**config.mk**
```make
export PLATFORM = sky130hd
export DESIGN_NAME = ps2_mouse_packet_tracker
export DESIGN_NICKNAME = d
export VERILOG_FILES = /design/src/rtl/ps2mt_pkg.sv /design/src/rtl/ps2mt_in_stage.sv /design/src/rtl/ps2mt_core.sv /design/src/rtl/ps2_mouse_packet_tracker.sv
export SDC_FILE = /design/constraint.sdc
export NUM_CORES = 1
export LEC_CHECK = 0
export BUFFER_PORTS_ARGS = -buffer_cell sky130_fd_sc_hd__buf_2
export CORE_UTILIZATION = 40
export DETAILED_ROUTE_END_ITERATION = 8
export GPL_TIMING_DRIVEN = 0
export PLACE_DENSITY = 0.66
export SYNTH_ARGS = -nofsm -noshare
export SYNTH_HDL_FRONTEND = slang
export SYNTH_SLANG_ARGS = --single-unit
```
**constraint.sdc**
```tcl
create_clock -name clk -period 5.15 [get_ports clk]
set_clock_uncertainty 0.1 [all_clocks]
set_input_delay 1.03 -clock clk [delete_from_list [all_inputs] [get_ports clk]]
set_output_delay 1.03 -clock clk [all_outputs]
set_load 0.01 [all_outputs]
```
**src/rtl/ps2mt_pkg.sv**
```systemverilog
`default_nettype none

package ps2mt_pkg;

    // field widths
    localparam int BYTE_W = 8;
    localparam int POS_W  = 12;
    localparam int OUT_W  = 10;
    localparam int BTN_W  = 3;

    // packet format
    localparam int SYNC_BIT   = 3;
    localparam int PACKET_LEN = 3;

    // position of the next byte within a packet
    localparam logic [1:0] IDX_FLAG = 2'd0;
    localparam logic [1:0] IDX_DX   = 2'd1;
    localparam logic [1:0] IDX_DY   = 2'd2;

    typedef logic [POS_W-1:0] pos_t;

    // one received byte waiting in the input register
    typedef struct packed {
        logic              valid;
        logic [BYTE_W-1:0] data;
    } beat_t;

    // result beat, pos_x in the lowest bits
    typedef struct packed {
        logic [BTN_W-1:0] buttons;
        logic [OUT_W-1:0] pos_y;
        logic [OUT_W-1:0] pos_x;
    } result_t;

    localparam int RESULT_W = $bits(result_t);
    localparam int TDATA_W  = ((RESULT_W + 7) / 8) * 8;

endpackage

`default_nettype wire

```
**src/rtl/ps2mt_in_stage.sv**
```systemverilog
`default_nettype none

module ps2mt_in_stage
    import ps2mt_pkg::*;
(
    input  wire logic              clk,
    input  wire logic              rst_n,
    input  wire logic              s_axis_tvalid,
    output logic                   s_axis_tready,
    input  wire logic [BYTE_W-1:0] s_axis_tdata,   // rx_byte[7:0]
    output beat_t                  beat,
    input  wire logic              take
);

    logic              valid_reg;
    logic [BYTE_W-1:0] data_reg;

    // room when empty or when the held beat leaves this cycle
    assign s_axis_tready = !valid_reg || take;

    // valid flag
    always_ff @(posedge clk or negedge rst_n)
    begin
        if (!rst_n)
        begin
            valid_reg <= 1'b0;
        end
        else if (s_axis_tvalid && s_axis_tready)
        begin
            valid_reg <= 1'b1;
        end
        else if (take)
        begin
            valid_reg <= 1'b0;
        end
    end

    // byte capture
    always_ff @(posedge clk)
    begin
        if (s_axis_tvalid && s_axis_tready)
        begin
            data_reg <= s_axis_tdata;
        end
    end

    assign beat.valid = valid_reg;
    assign beat.data  = data_reg;

endmodule

`default_nettype wire

```
**src/rtl/ps2mt_core.sv**
```systemverilog
`default_nettype none

module ps2mt_core
    import ps2mt_pkg::*;
#(
    parameter int SCREEN_WIDTH  = 1024,
    parameter int SCREEN_HEIGHT = 768
)
(
    input  wire logic    clk,
    input  wire logic    rst_n,
    input  wire beat_t   beat,
    output logic         take,
    output logic         out_valid,
    input  wire logic    out_ready,
    output result_t      out_data
);

    localparam logic [POS_W:0]   SIZE_X  = (POS_W+1)'(SCREEN_WIDTH);
    localparam logic [POS_W:0]   SIZE_Y  = (POS_W+1)'(SCREEN_HEIGHT);
    localparam logic [POS_W-1:0] RESET_X = POS_W'(SCREEN_WIDTH / 2);
    localparam logic [POS_W-1:0] RESET_Y = POS_W'(SCREEN_HEIGHT / 2);

    // clamp a signed position to 0..size-1
    function automatic pos_t clamp_pos(input logic [POS_W+1:0] v, input logic [POS_W:0] size);
        pos_t r;
        if (v[POS_W+1])
        begin
            r = '0;
        end
        else if (v[POS_W:0] >= size)
        begin
            r = POS_W'(size - 1'b1);
        end
        else
        begin
            r = v[POS_W-1:0];
        end
        return r;
    endfunction

    logic [1:0]        idx_reg,  idx_next;
    logic [BTN_W-1:0]  btn_reg,  btn_next;
    logic [BYTE_W-1:0] dx_reg,   dx_next;
    pos_t              cur_x_reg, cur_x_next;
    pos_t              cur_y_reg, cur_y_next;
    logic              out_valid_reg, out_valid_next;
    result_t           out_data_reg,  out_data_next;

    logic [POS_W+1:0]  nx;
    logic [POS_W+1:0]  ny;
    logic              emit;

    // take the held byte when the result register can hold a new beat
    assign take = beat.valid && (!out_valid_reg || out_ready);

    // new positions from the kept x delta and the y delta byte now held
    assign nx = {2'b00, cur_x_reg} + {{(POS_W+2-BYTE_W){dx_reg[BYTE_W-1]}}, dx_reg};
    assign ny = {2'b00, cur_y_reg} - {{(POS_W+2-BYTE_W){beat.data[BYTE_W-1]}}, beat.data};

    // packet assembly
    always_comb
    begin
        idx_next   = idx_reg;
        btn_next   = btn_reg;
        dx_next    = dx_reg;
        cur_x_next = cur_x_reg;
        cur_y_next = cur_y_reg;
        emit       = 1'b0;
        if (take)
        begin
            unique case (idx_reg)
                IDX_FLAG:
                begin
                    // drop bytes until the sync bit shows a packet start
                    if (beat.data[SYNC_BIT])
                    begin
                        btn_next = beat.data[BTN_W-1:0];
                        idx_next = IDX_DX;
                    end
                end
                IDX_DX:
                begin
                    dx_next  = beat.data;
                    idx_next = IDX_DY;
                end
                default:
                begin
                    cur_x_next = clamp_pos(nx, SIZE_X);
                    cur_y_next = clamp_pos(ny, SIZE_Y);
                    idx_next   = IDX_FLAG;
                    emit       = 1'b1;
                end
            endcase
        end
    end

    // result register
    always_comb
    begin
        out_valid_next = out_valid_reg;
        out_data_next  = out_data_reg;
        if (emit)
        begin
            out_valid_next        = 1'b1;
            out_data_next.pos_x   = cur_x_next[OUT_W-1:0];
            out_data_next.pos_y   = cur_y_next[OUT_W-1:0];
            out_data_next.buttons = btn_reg;
        end
        else if (out_ready)
        begin
            out_valid_next = 1'b0;
        end
    end

    always_ff @(posedge clk or negedge rst_n)
    begin
        if (!rst_n)
        begin
            idx_reg       <= IDX_FLAG;
            btn_reg       <= '0;
            dx_reg        <= '0;
            cur_x_reg     <= RESET_X;
            cur_y_reg     <= RESET_Y;
            out_valid_reg <= 1'b0;
        end
        else
        begin
            idx_reg       <= idx_next;
            btn_reg       <= btn_next;
            dx_reg        <= dx_next;
            cur_x_reg     <= cur_x_next;
            cur_y_reg     <= cur_y_next;
            out_valid_reg <= out_valid_next;
        end
    end

    always_ff @(posedge clk)
    begin
        out_data_reg <= out_data_next;
    end

    assign out_valid = out_valid_reg;
    assign out_data  = out_data_reg;

    // checks
    a_x_in_range: assert property (@(posedge clk) disable iff (!rst_n)
        {1'b0, cur_x_reg} < SIZE_X)
        else $error("cursor column outside the screen");

    a_y_in_range: assert property (@(posedge clk) disable iff (!rst_n)
        {1'b0, cur_y_reg} < SIZE_Y)
        else $error("cursor row outside the screen");

    a_dx_then_dy: assert property (@(posedge clk) disable iff (!rst_n)
        (take && idx_reg == IDX_DX) |=> (idx_reg == IDX_DY))
        else $error("delta x byte not followed by delta y slot");

    a_no_result_mid_packet: assert property (@(posedge clk) disable iff (!rst_n)
        (take && (idx_reg == IDX_FLAG || idx_reg == IDX_DX))
        |=> (out_valid_reg == ($past(out_valid_reg) && !$past(out_ready))))
        else $error("result produced before the third byte");

    a_third_byte_result: assert property (@(posedge clk) disable iff (!rst_n)
        (take && idx_reg == IDX_DY) |=> (out_valid_reg && idx_reg == IDX_FLAG))
        else $error("third byte gave no result");

endmodule

`default_nettype wire

```
**src/rtl/ps2_mouse_packet_tracker.sv**
```systemverilog
// the third packet byte passes the input register and then the result register to its result beat
// throughput: one byte per cycle while the result side keeps tready high
// rate is set by the single input register and the single result register
// reset: asynchronous, active low; cursor returns to the screen center,
// packet assembly restarts at the flag byte and both stages empty
`default_nettype none

module ps2_mouse_packet_tracker
    import ps2mt_pkg::*;
#(
    parameter int SCREEN_WIDTH  = 1024,
    parameter int SCREEN_HEIGHT = 768
)
(
    input  wire logic               clk,
    input  wire logic               rst_n,
    input  wire logic               s_axis_tvalid,
    output logic                    s_axis_tready,
    input  wire logic [BYTE_W-1:0]  s_axis_tdata,   // rx_byte[7:0]
    output logic                    m_axis_tvalid,
    input  wire logic               m_axis_tready,
    output logic [TDATA_W-1:0]      m_axis_tdata    // pos_x[9:0], pos_y[19:10], buttons[22:20]
);

    beat_t   beat;
    logic    take;
    result_t result;

    // input register
    ps2mt_in_stage u_in_stage
    (
        .clk           (clk),
        .rst_n         (rst_n),
        .s_axis_tvalid (s_axis_tvalid),
        .s_axis_tready (s_axis_tready),
        .s_axis_tdata  (s_axis_tdata),
        .beat          (beat),
        .take          (take)
    );

    // packet assembly, position update and result register
    ps2mt_core #(
        .SCREEN_WIDTH  (SCREEN_WIDTH),
        .SCREEN_HEIGHT (SCREEN_HEIGHT)
    ) u_core
    (
        .clk       (clk),
        .rst_n     (rst_n),
        .beat      (beat),
        .take      (take),
        .out_valid (m_axis_tvalid),
        .out_ready (m_axis_tready),
        .out_data  (result)
    );

    // pad the result beat to whole bytes
    assign m_axis_tdata = TDATA_W'(result);

endmodule

`default_nettype wire
```
======== After elaboration in Yosys (flattened, before gate mapping) ========
Cells that the tools add are included.
storage, ports and cells
  flip-flop bits (word level) ............. 70
  word-level logic and storage cells ...... 50
cells by class
  add/subtract/negate cells ............... 2
  order comparisons ....................... 2
  eq/ne operators ......................... 2
  muxes and demuxes ....................... 16
  bitwise logic cells ..................... 1
  reduce and logical (&&, ||, !) cells .... 14
operators by type and width
  kind                                                                                    number
  12-bit two-way mux                                                                      4
  10-bit two-way mux                                                                      4
  13-bit by 8-bit adder with 14-bit output                                                1
  13-bit by 8-bit subtractor with 14-bit output                                           1
  13-bit by 10-bit greater-or-equal comparator with 1-bit output (second input constant)  1
  13-bit by 11-bit greater-or-equal comparator with 1-bit output (second input constant)  1
  1-bit two-way mux                                                                       6
  2-bit AND reduction                                                                     3
  2-bit one-hot mux with 2 select lines                                                   1
  2-bit nonzero test                                                                      2
  3-bit AND reduction                                                                     1
  2-bit by 1-bit equality test with 1-bit output (second input constant)                  1
  1-bit logical AND                                                                       2
  1-bit zero test                                                                         2
  2-bit zero test                                                                         1
  1-bit logical OR                                                                        2
  2-bit two-way mux                                                                       1
  2-bit inequality test (second input constant)                                           1
  2-bit OR reduction                                                                      1
  1-bit inverter                                                                          1

======== Logic depth before layout (Yosys ltp) ========
Gate-level depths: netlist of run 1.
  depth in word-level cells ............... 6
  mapped depth ............................ 11
  mapped depth without buffers ............ 11

======== Modules after synthesis ========
Synthesis of run 1 repeated with hierarchy kept, for this count alone.
unflattened totals
  cells, all modules ...................... 361
  area total of the unflattened synthesis .. 3,903.7 um2
modules (own cells, without submodules)
  module                    instances  cells an instance  area an instance (um2)  sequential area each (um2)
  ps2mt_core                1          346                3,590.9                 1,645.3
  ps2mt_in_stage            1          13                 301.5                   265.3
  ps2_mouse_packet_tracker  1          2                  11.3                    0.0

======== Worst setup path before layout of run 1 ========
Ideal clock, no wire load.
  path kind ............................... in2reg
  start point ............................. in m_axis_tready
  end point ............................... reg u_core.out_data_reg, in the netlist u_core.out_data[17] (data pin)
  data arrival time ....................... 2.776 ns
  path slack .............................. 2.136 ns
  stages on the path ...................... 7
  path through ............................ nand2b_1 -> nand3_1 -> inv_1 -> nand3_1 -> mux2_4 -> a32oi_4 -> a221o_1
on the way
  cells in the longest elaborated chain, start to end .. 3
ends and longest elaborated chain
  what                            RTL line                        source
  start: declaration              ps2_mouse_packet_tracker.sv:21  input wire logic m_axis_tready,
  1-bit logical OR                ps2mt_core.sv:55                assign take = beat.valid && (!out_valid_reg || out_ready);
  1-bit logical AND               ps2mt_core.sv:55
  10-bit two-way mux              ps2mt_core.sv:70                if (take)
  named net u_core.cur_y_next[7]  ps2mt_core.sv:46                pos_t cur_y_reg, cur_y_next;
  end signal: assignment          ps2mt_core.sv:140               out_data_reg <= out_data_next;
  end: declaration                ps2mt_core.sv:48                result_t out_data_reg, out_data_next;
The timed path passes the listed nets, and every way through them passes these cells.
A chain may end at the register's enable or synchronous reset.

======== Worst setup path in the final report of run 1 ========
  start point ............................. in m_axis_tready
  end point ............................... reg u_core.out_data_reg, in the netlist u_core.out_data[15] (data pin)
Same word-level chain as after synthesis.

==> results.toml, run 1 <==
[clock_network]
cts_buffers = 9
clk_path_buf_depth = 2
clock-sinks = 70
clk_pin_slew_ns = 0.08
root_buffer = "clkbuf_8"
cts_tree = "yes"
cts_max_level = 3
cts_resized = 0
ctsHoldBuffers = 0
clk_latency_ns = 0.35
post_cts_buffers = 0

[setup_path]
critPathKind = "in -> reg"
r2r_slack_ns = 1.90
cp-start-kind = "primary input"
endpoint_kind = "register"
required_ns = 5.25
arrival_ns = 3.60
path_max_fanout = 27

[synth]
avgSynthCellArea_um2 = 11.30
yosys-top-cells-area = "edfxtp_1 (25%), dfrtp_1 (24%), ha_1 (8.6%)"
yosysWarnings = 0
syn-num-nets = 373
synthFlopType = "dfrtp_1"
synthCells = 333
syn_area_um2 = 3762
synth.ff_latch_count = 70
synth_edf_count = 31
synth_cell_type_count = 59
ys_seq_area_share_pct = 50.78
yosysTopAreaCellShare_pct = 24.74
synth_largest_area_cell = "edfxtp_1"
async_reset_ff_share_pct = 55.71

[detailed_routing]
wl_met1_mm = 3.478
wl_met3_um = 257
num_vias = 2698
firstDrtPassIters = 4
top_layer = "met4"
drtIter0Drc = 96
met2_length_mm = 3.881
via_per_inst = 5.440
drc = 0
wl_mm = 7.733
wire_per_inst_um = 15.59
antenna_left = 0

[floorplan]
initial_utilization_pct = 40.91
die_h_um = 98.99
io_pins = 38
die_area_um2 = 9798
die_w_um = 98.99
core.rowCount = 35
coreArea_um2 = 9196

[cells_and_area]
utilization_pct = 46.54
drive_gt1_share_pct = 18.96
regArea_um2 = 1911
finalInstanceArea_um2 = 4280
largest_reg_flops = 23
final_common_cell = "buf_2"
multi_input_area_um2 = 1749
syn_to_final_growth_pct = 13.77
nets = 420
mostFrequentLayoutCells = "buf_2 (37), dfrtp_1 (36), nand2_1 (35)"
layout.cells.non_filler = 496
fillers = 869
n_antenna_cell = 0

[sta]
clock.fmax_mhz = 285.6
relSlewSlack_pct = 24.06
timing.final.crit_share_pct = 67.98
setup_slack_ns = 1.649
holdWs_ns = 0.3527
worstMarginPinSlew_ns = 1.138
setup_viol = 0
period_minus_slack_ns = 3.501
fin_setup_tns_ns = 0
rsz0062_at_grt = "no"
hold_viol = 0
slew_violations = 0

[global_routing]
grt_pass1_vias = 2689
grt_antenna_before_repair = 0
overflow = 0
grt_max_degree = 40
grt_usage_pct = 17.17
grt_pass1_wl_mm = 12.96

[power_and_ir_drop]
power_switching_mw = 1.095
p_sw_share_pct = 40.81
power_frac_seq_pct = 34.0
p_leak_nw = 1.914
power_density_nw_per_um2 = 627.0
p_total_mw = 2.684
clkPwrFrac_pct = 17.0
comb_power_share_pct = 48.9
ir_drop_v = 0.0001865
intPower_mw = 1.588

[placed_design]
place_congestion = 0.9016
placed_area_um2 = 4081
dpl_worst_slack_ns = 1.281
dpl.hpwl_mm = 5.518
dpl.cell_count = 480
numPortBuffers = 36

[worst_hold_path]
hp-class = "reg -> reg"

[outcome]
run_status = "finished, final reports clean"

[run]
cap_violations = 0
-- critical path: stages --
cell and delay (ns):
buf_2 0.08, nand2b_1 0.13, nand3_1 0.32, inv_1 0.96, nand3_1 0.17, mux2_4 0.36
a32oi_4 0.31, a221o_1 0.22
-- power groups by stage --
stage	logic [mW]	registers [mW]	clock network, mW
floorplan	1.01	0.918	0
global placement	1.27	0.919	0
detailed placement	1.31	0.921	0
CTS	1.31	0.914	0.465
global route	1.47	0.938	0.487
finish	1.31	0.914	0.457
-- final cells by class --
cell class,count,share of cell area [%]
flip-flops and latches,70,44.64
multi-input cells,239,40.87
repair buffers,36,4.209
well taps,111,3.245
clock buffers,10,2.982
clock inverters,6,1.666
inverters,17,1.491
plain buffers,7,0.9062
-- cell families (layout without fill, tap and decap cells) --
logic type      after synthesis  in the layout  synth area share (%)
compound gates               97             97                 18.46
fa+ha+maj                    28             28                 9.711
xor+xnor                     18             18                 4.390
mux                           4              4                 1.297
other cells                   1              1               0.09967
simple gates                 91             91                 12.54
buf+inv                      24             76                 2.727
flops                        70             70                 50.78
-- synthesized netlist by cell type (2+ instances only) --
| master | count |
|---|---|
| o21a_1 | 8 |
| a221o_1 | 7 |
| and3_1 | 2 |
| nand2b_1 | 4 |
| a211oi_1 | 3 |
| a211o_1 | 2 |
| a21oi_1 | 17 |
| nand3_1 | 6 |
| fa_1 | 2 |
| and2_1 | 3 |
| nand2_1 | 35 |
| xnor2_1 | 10 |
| inv_1 | 17 |
| ha_1 | 26 |
| nor2_1 | 13 |
| nor4_1 | 10 |
| o31ai_1 | 2 |
| nor3_1 | 4 |
| or3_1 | 3 |
| o211ai_1 | 2 |
| a21o_1 | 8 |
| o21ai_0 | 15 |
| xor2_1 | 7 |
| mux2_2 | 2 |
| o21ai_1 | 15 |
| dfrtp_1 | 36 |
| edfxtp_1 | 31 |
| dfstp_2 | 3 |
| o21bai_1 | 4 |
| clkbuf_1 | 4 |
| or4_1 | 2 |
| o41ai_2 | 3 |
-- final timing paths --
check	startpoint	end	depth (start not counted)
setup / recovery	m_axis_tready	u_core.out_data[15]	8
hold / removal	u_core.btn_reg[0]	u_core.out_data[20]	0
setup reg to reg	u_core.cur_x_reg[0]	u_core.out_data[6]	9
hold reg to reg	u_core.btn_reg[0]	u_core.out_data[20]	0
max in group asynchronous	rst_n	u_core.cur_x_reg[6]	1
min in group asynchronous	rst_n	u_core.cur_x_reg[2]	1
-- routing by layer --
metal  vias up  global-route usage (%)
met5         -                       0
met2        57                   29.75
met3        10                   3.121
met1      1294                   20.79
li1       1337                       -
met4         0                   7.807
No activity file was read; power rests on OpenSTA's default activity.
==> run 2: changes to the inputs <==
ABC_AREA = 1   (was not set)
PLACE_DENSITY = 0.68   (was 0.66)
clock period = 3 ns   (was 5.15 ns; I/O delays follow)
==> results.toml, run 2 <==
[power_and_ir_drop]
p_total_mw = 4.558
ir_drop_v = 0.0003240
power_density_nw_per_um2 = 981.8
p_leak_nw = 2.310

[global_routing]
busiest_layer = "met2"
grt_pass1_vias = 3195
grt_max_degree = 40
grt_antenna_before_repair = 0
grt_usage_pct = 18.63
grt_pass1_wl_mm = 14.84
grt_util_met3_pct = 3.390
grtUsageMet2_pct = 32.10
overflow = 0
met1_usage_pct = 22.92

[synth]
avgSynthCellArea_um2 = 8.742
yosysTopAreaCellShare_pct = 22.80
async_reset_ff_share_pct = 55.71
synth_cell_type_count = 37
synth_common_cells = "nand2_1 (157), inv_1 (56), dfrtp_1 (36), edfxtp_1 (31), ha_1 (26)"
synthFlopType = "dfrtp_1"
syn-num-nets = 507
yosys-top-cells-area = "edfxtp_1 (23%), dfrtp_1 (22%), nand2_1 (14%)"
synth.most_common_cell = "nand2_1"
synth.ff_latch_count = 70
synthCells = 467
ys_seq_area_share_pct = 46.80
synth_edf_count = 31
yosysWarnings = 0
synth_largest_area_cell = "edfxtp_1"
syn_area_um2 = 4083

[sta]
worstMarginPinSlew_ns = 0.8939
relSlewSlack_pct = 40.27
holdWs_ns = 0.2525
timing.final.crit_share_pct = 87.55
setup_viol = 0
clock.fmax_mhz = 380.7
fin_setup_tns_ns = 0
rsz0062_at_grt = "no"
period_minus_slack_ns = 2.627
hold_viol = 0
slew_violations = 0

[detailed_routing]
wire_per_inst_um = 13.32
wl_mm = 8.687
antenna_left = 0
drtIter0Drc = 146
num_vias = 3189
firstDrtPassIters = 5
drc = 0
via_per_inst = 4.891

[setup_path]
required_ns = 3.00
cp_common_cell = "nand2_1"
cp-start-kind = "register"
worstPathBufferInverterCount = 2
crit_family = "simple AND/OR/NAND/NOR gates"
endpoint_kind = "register"
arrival_ns = 2.63
cpPeakStageDelay_ns = 0.38
critPathKind = "reg -> reg"
crit_slowest_cell = "edfxtp_1"
path_cells = "inv_1, ha_1, nand2_1, inv_1, a21oi_1, nand4_1, nand2_2, nand3_4, nor2_8, nand2_1, nand2_1, nand2_1"
path_max_fanout = 10

[placed_design]
numPortBuffers = 36
place_congestion = 0.9217
dpl.hpwl_mm = 6.401
placed_area_um2 = 4437

[clock_network]
clk_path_buf_depth = 2
cts_resized = 0
cts_max_level = 3
root_buffer = "clkbuf_8"
clock-sinks = 70
ctsHoldBuffers = 0
cts_buffers = 9
clk_latency_ns = 0.36
cts_tree = "yes"
post_cts_buffers = 0
clk_pin_slew_ns = 0.08

[cells_and_area]
largest_reg_flops = 23
regArea_um2 = 1911
n_antenna_cell = 0
finalInstanceArea_um2 = 4642
mostFrequentLayoutCells = "nand2_1 (157), inv_1 (56), buf_2 (36), dfrtp_1 (36), edfxtp_1 (31)"
syn_to_final_growth_pct = 13.70
drive_gt1_share_pct = 17.92
fillers = 980
multi_input_area_um2 = 1924
final_common_cell = "nand2_1"
nets = 554

[floorplan]
die_area_um2 = 10620
die_h_um = 103.0
coreArea_um2 = 9819
core.rowCount = 36
initial_utilization_pct = 41.58
die_w_um = 103.0
io_pins = 38

[run]
cap_violations = 0

[outcome]
run_status = "finished, final reports clean"

[worst_hold_path]
hp-class = "in -> async"
-- run 2: metrics by stage --
stage,utilization (%),setup WS [ns],cells
after global placement,45.11,-1.243,636
final,47.27,0.3735,652
after detailed placement,45.18,0.08688,636
after global routing,47.27,0.06643,652
after floorplan,-,0.1149,467
after CTS,47.27,0.3392,652
-- run 2: layer usage --
layer / routed length, um / part of all wire (%)
met4: 133 / 1.5
met2: 4217 / 49
met5: 0 / 0
met3: 382 / 4.4
met1: 3953 / 46
-- run 2: worst paths after layout --
kind	endpoint	cells past startpoint	slack, ns	startpoint
min in group clk	u_in_stage.data_reg[4]	1	0.32	s_axis_tdata[4]
worst min-delay path	u_core.cur_x_reg[1]	1	0.25	rst_n
worst min register to register	u_core.out_data[21]	0	0.35	u_core.btn_reg[1]
max in group asynchronous	u_core.idx_reg[1]	1	2.00	rst_n
worst max register to register	u_core.out_data[14]	12	0.37	u_in_stage.data_reg[7]
worst max-delay path	u_core.out_data[14]	12	0.37	u_in_stage.data_reg[7]
-- run 2: area by class of cell --
type / instances / share of cell area, %
Buffer: 4 / 0.5660
Clock buffer: 9 / 2.668
Clock inverter: 7 / 1.752
Inverter: 61 / 4.933
Multi-Input combinational cell: 332 / 41.46
Sequential cell: 70 / 41.16
Tap cell: 133 / 3.585
Timing Repair Buffer: 36 / 3.881
-- run 2: worst register-to-register path: cells and delay by family, from the launching register on --
kind                       cells  cell delay [ns]
AOI/OAI and AO/OA              1             0.23
adders and majority gates      1             0.39
buffers and inverters          2             0.41
DFF                            1             0.38
and+or+nand+nor                8             0.87
-- run 2: cells by family after synthesis --
group	count (synthesis)	synth area share, %
XOR/XNOR	13	2.789
adder cells (fa/ha/maj)	28	8.949
AO/OA/AOI/OAI	44	6.466
buffers and inverters	65	6.252
AND/OR/NAND/NOR	246	28.65
flip-flops	70	46.80
other	1	0.09185
-- run 2: report_power, final --
part,switching [mW],internal [mW]
registers,0.171,1.36
logic,1.43,0.804
clock network,0.395,0.396
==> run 3: changes to the inputs <==
CORE_UTILIZATION = 49   (was 40)
PLACE_DENSITY = 0.78   (was 0.68)
RECOVER_POWER = 100   (was not set)
==> results.toml, run 3 (synthesis results as in run 2) <==
[clock_network]
clock-sinks = 70
clk_path_buf_depth = 2
clk_latency_ns = 0.35
ctsHoldBuffers = 0
cts_buffers = 9
clk_pin_slew_ns = 0.08
root_buffer = "clkbuf_8"
cts_max_level = 3
cts_resized = 0
cts_tree = "yes"
post_cts_buffers = 0

[global_routing]
grt_antenna_before_repair = 0
grt_usage_pct = 22.45
grt_max_degree = 40
grt_pass1_wl_mm = 14.81
grtUsageMet2_pct = 39.64
grt_pass1_vias = 3273
met1_usage_pct = 25.96
busiest_layer = "met2"
overflow = 0
grt_util_met3_pct = 5.528

[setup_path]
endpoint_kind = "register"
path_max_fanout = 10
critPathKind = "reg -> reg"
cp-start-kind = "register"
path_cells = "inv_1, ha_1, inv_1, fa_1, nand3_1, nand3_1, nand2_1, nand2_1, nand2_1, nand2_1, nand3_2, nand3_4, nor2_8, nand2_1, nand2_1, nand2_1"
crit_slowest_cell = "fa_1"
cp.depth = 16
rr_worst_depth = 16
worstPathBufferInverterCount = 2
crit_family = "simple AND/OR/NAND/NOR gates"
required_ns = 3.00
cp_common_cell = "nand2_1"
arrival_ns = 2.68
cpPeakStageDelay_ns = 0.43

[floorplan]
die_w_um = 93.28
die_area_um2 = 8701
die_h_um = 93.28
initial_utilization_pct = 51.76
coreArea_um2 = 7888
io_pins = 38
core.rowCount = 32

[cells_and_area]
syn_to_final_growth_pct = 11.71
n_antenna_cell = 0
drive_gt1_share_pct = 11.95
finalInstanceArea_um2 = 4561
largest_reg_flops = 23
fillers = 729
layout.cells.non_filler = 621
final_common_cell = "nand2_1"
nets = 554
mostFrequentLayoutCells = "nand2_1 (159), inv_1 (58), dfrtp_1 (36)"
utilization_pct = 57.82

[outcome]
failed_checks = "max-capacitance violations, max-slew violations"
run_status = "finished, violations left"

[worst_hold_path]
hp-class = "in -> reg"
whs_path_depth = 1

[detailed_routing]
firstDrtPassIters = 5
wl_mm = 8.795
antenna_left = 0
wire_per_inst_um = 14.16
num_vias = 3238
drtIter0Drc = 170
drc = 0
via_per_inst = 5.214

[sta]
fin_setup_tns_ns = 0
clock.fmax_mhz = 373.3
period_minus_slack_ns = 2.679
slew_violations = 40
relSlewSlack_pct = -42.78
hold_viol = 0
setup_viol = 0
setup_slack_ns = 0.3212
worstMarginPinSlew_ns = 2.142
holdWs_ns = 0.3255
rsz0062_at_grt = "no"
timing.final.crit_share_pct = 89.29

[power_and_ir_drop]
p_total_mw = 4.543
power_density_nw_per_um2 = 996.2
ir_drop_v = 0.0004041
p_leak_nw = 2.234

[placed_design]
placed_area_um2 = 4398
place_congestion = 0.9444
dpl.hpwl_mm = 6.349
numPortBuffers = 36
dpl.cell_count = 605
dpl_worst_slack_ns = 0.1960

[run]
cap_violations = 1
-- run 3: cell count changes in the layout (fill, tap and decap cells not counted), sizes merged --
| cell | delta |
|---|---|
| clkbuf | +29 |
| buf | -27 |
| inv | -2 |
| clkinv | -1 |
| clkinvlp | +1 |
-- run 3: worst paths after layout --
path / from / to / slack [ns]
max in group asynchronous: rst_n / u_core.cur_y_reg[2] / 0.80
hold / removal: s_axis_tdata[7] / u_in_stage.data_reg[7] / 0.33
hold reg to reg: u_core.btn_reg[1] / u_core.out_data[21] / 0.36
setup / recovery: u_core.cur_y_reg[0] / u_core.out_data[16] / 0.32
min in group asynchronous: rst_n / u_core.cur_x_reg[11] / 0.76
setup reg to reg: u_core.cur_y_reg[0] / u_core.out_data[16] / 0.32
-- run 3: worst reg2reg max path: cells and delay by family (launching register included) --
kind | cells | cell delay (ns)
buffers and inverters | 2 | 0.14
adders and majority gates | 2 | 0.55
DFF | 1 | 0.38
and+or+nand+nor | 12 | 1.25
-- run 3: power by group --
part / total [mW] / internal (mW) / switching, mW
combinational: 2.21 / 0.778 / 1.43
sequential: 1.54 / 1.36 / 0.179
clock: 0.797 / 0.429 / 0.368
-- run 3: final cells by class --
type	instances	area [um^2]	share of cell area [%]
buffer	4	18.77	0.4115
clock buffer	11	151.4	3.320
clock inverter	5	56.30	1.235
inverter	61	229.0	5.021
multi-input combinational	332	1919	42.09
sequential	70	1911	41.89
tap	102	127.6	2.798
timing repair buffer	36	147.6	3.237
-- run 3: per-layer routing --
metal	wire length [um]	part of all wire, %	up-vias
met2	4503	51	86
li1	-	-	1619
met5	0	0	-
met1	3663	42	1516
met3	448	5.1	17
met4	180	2.0	0
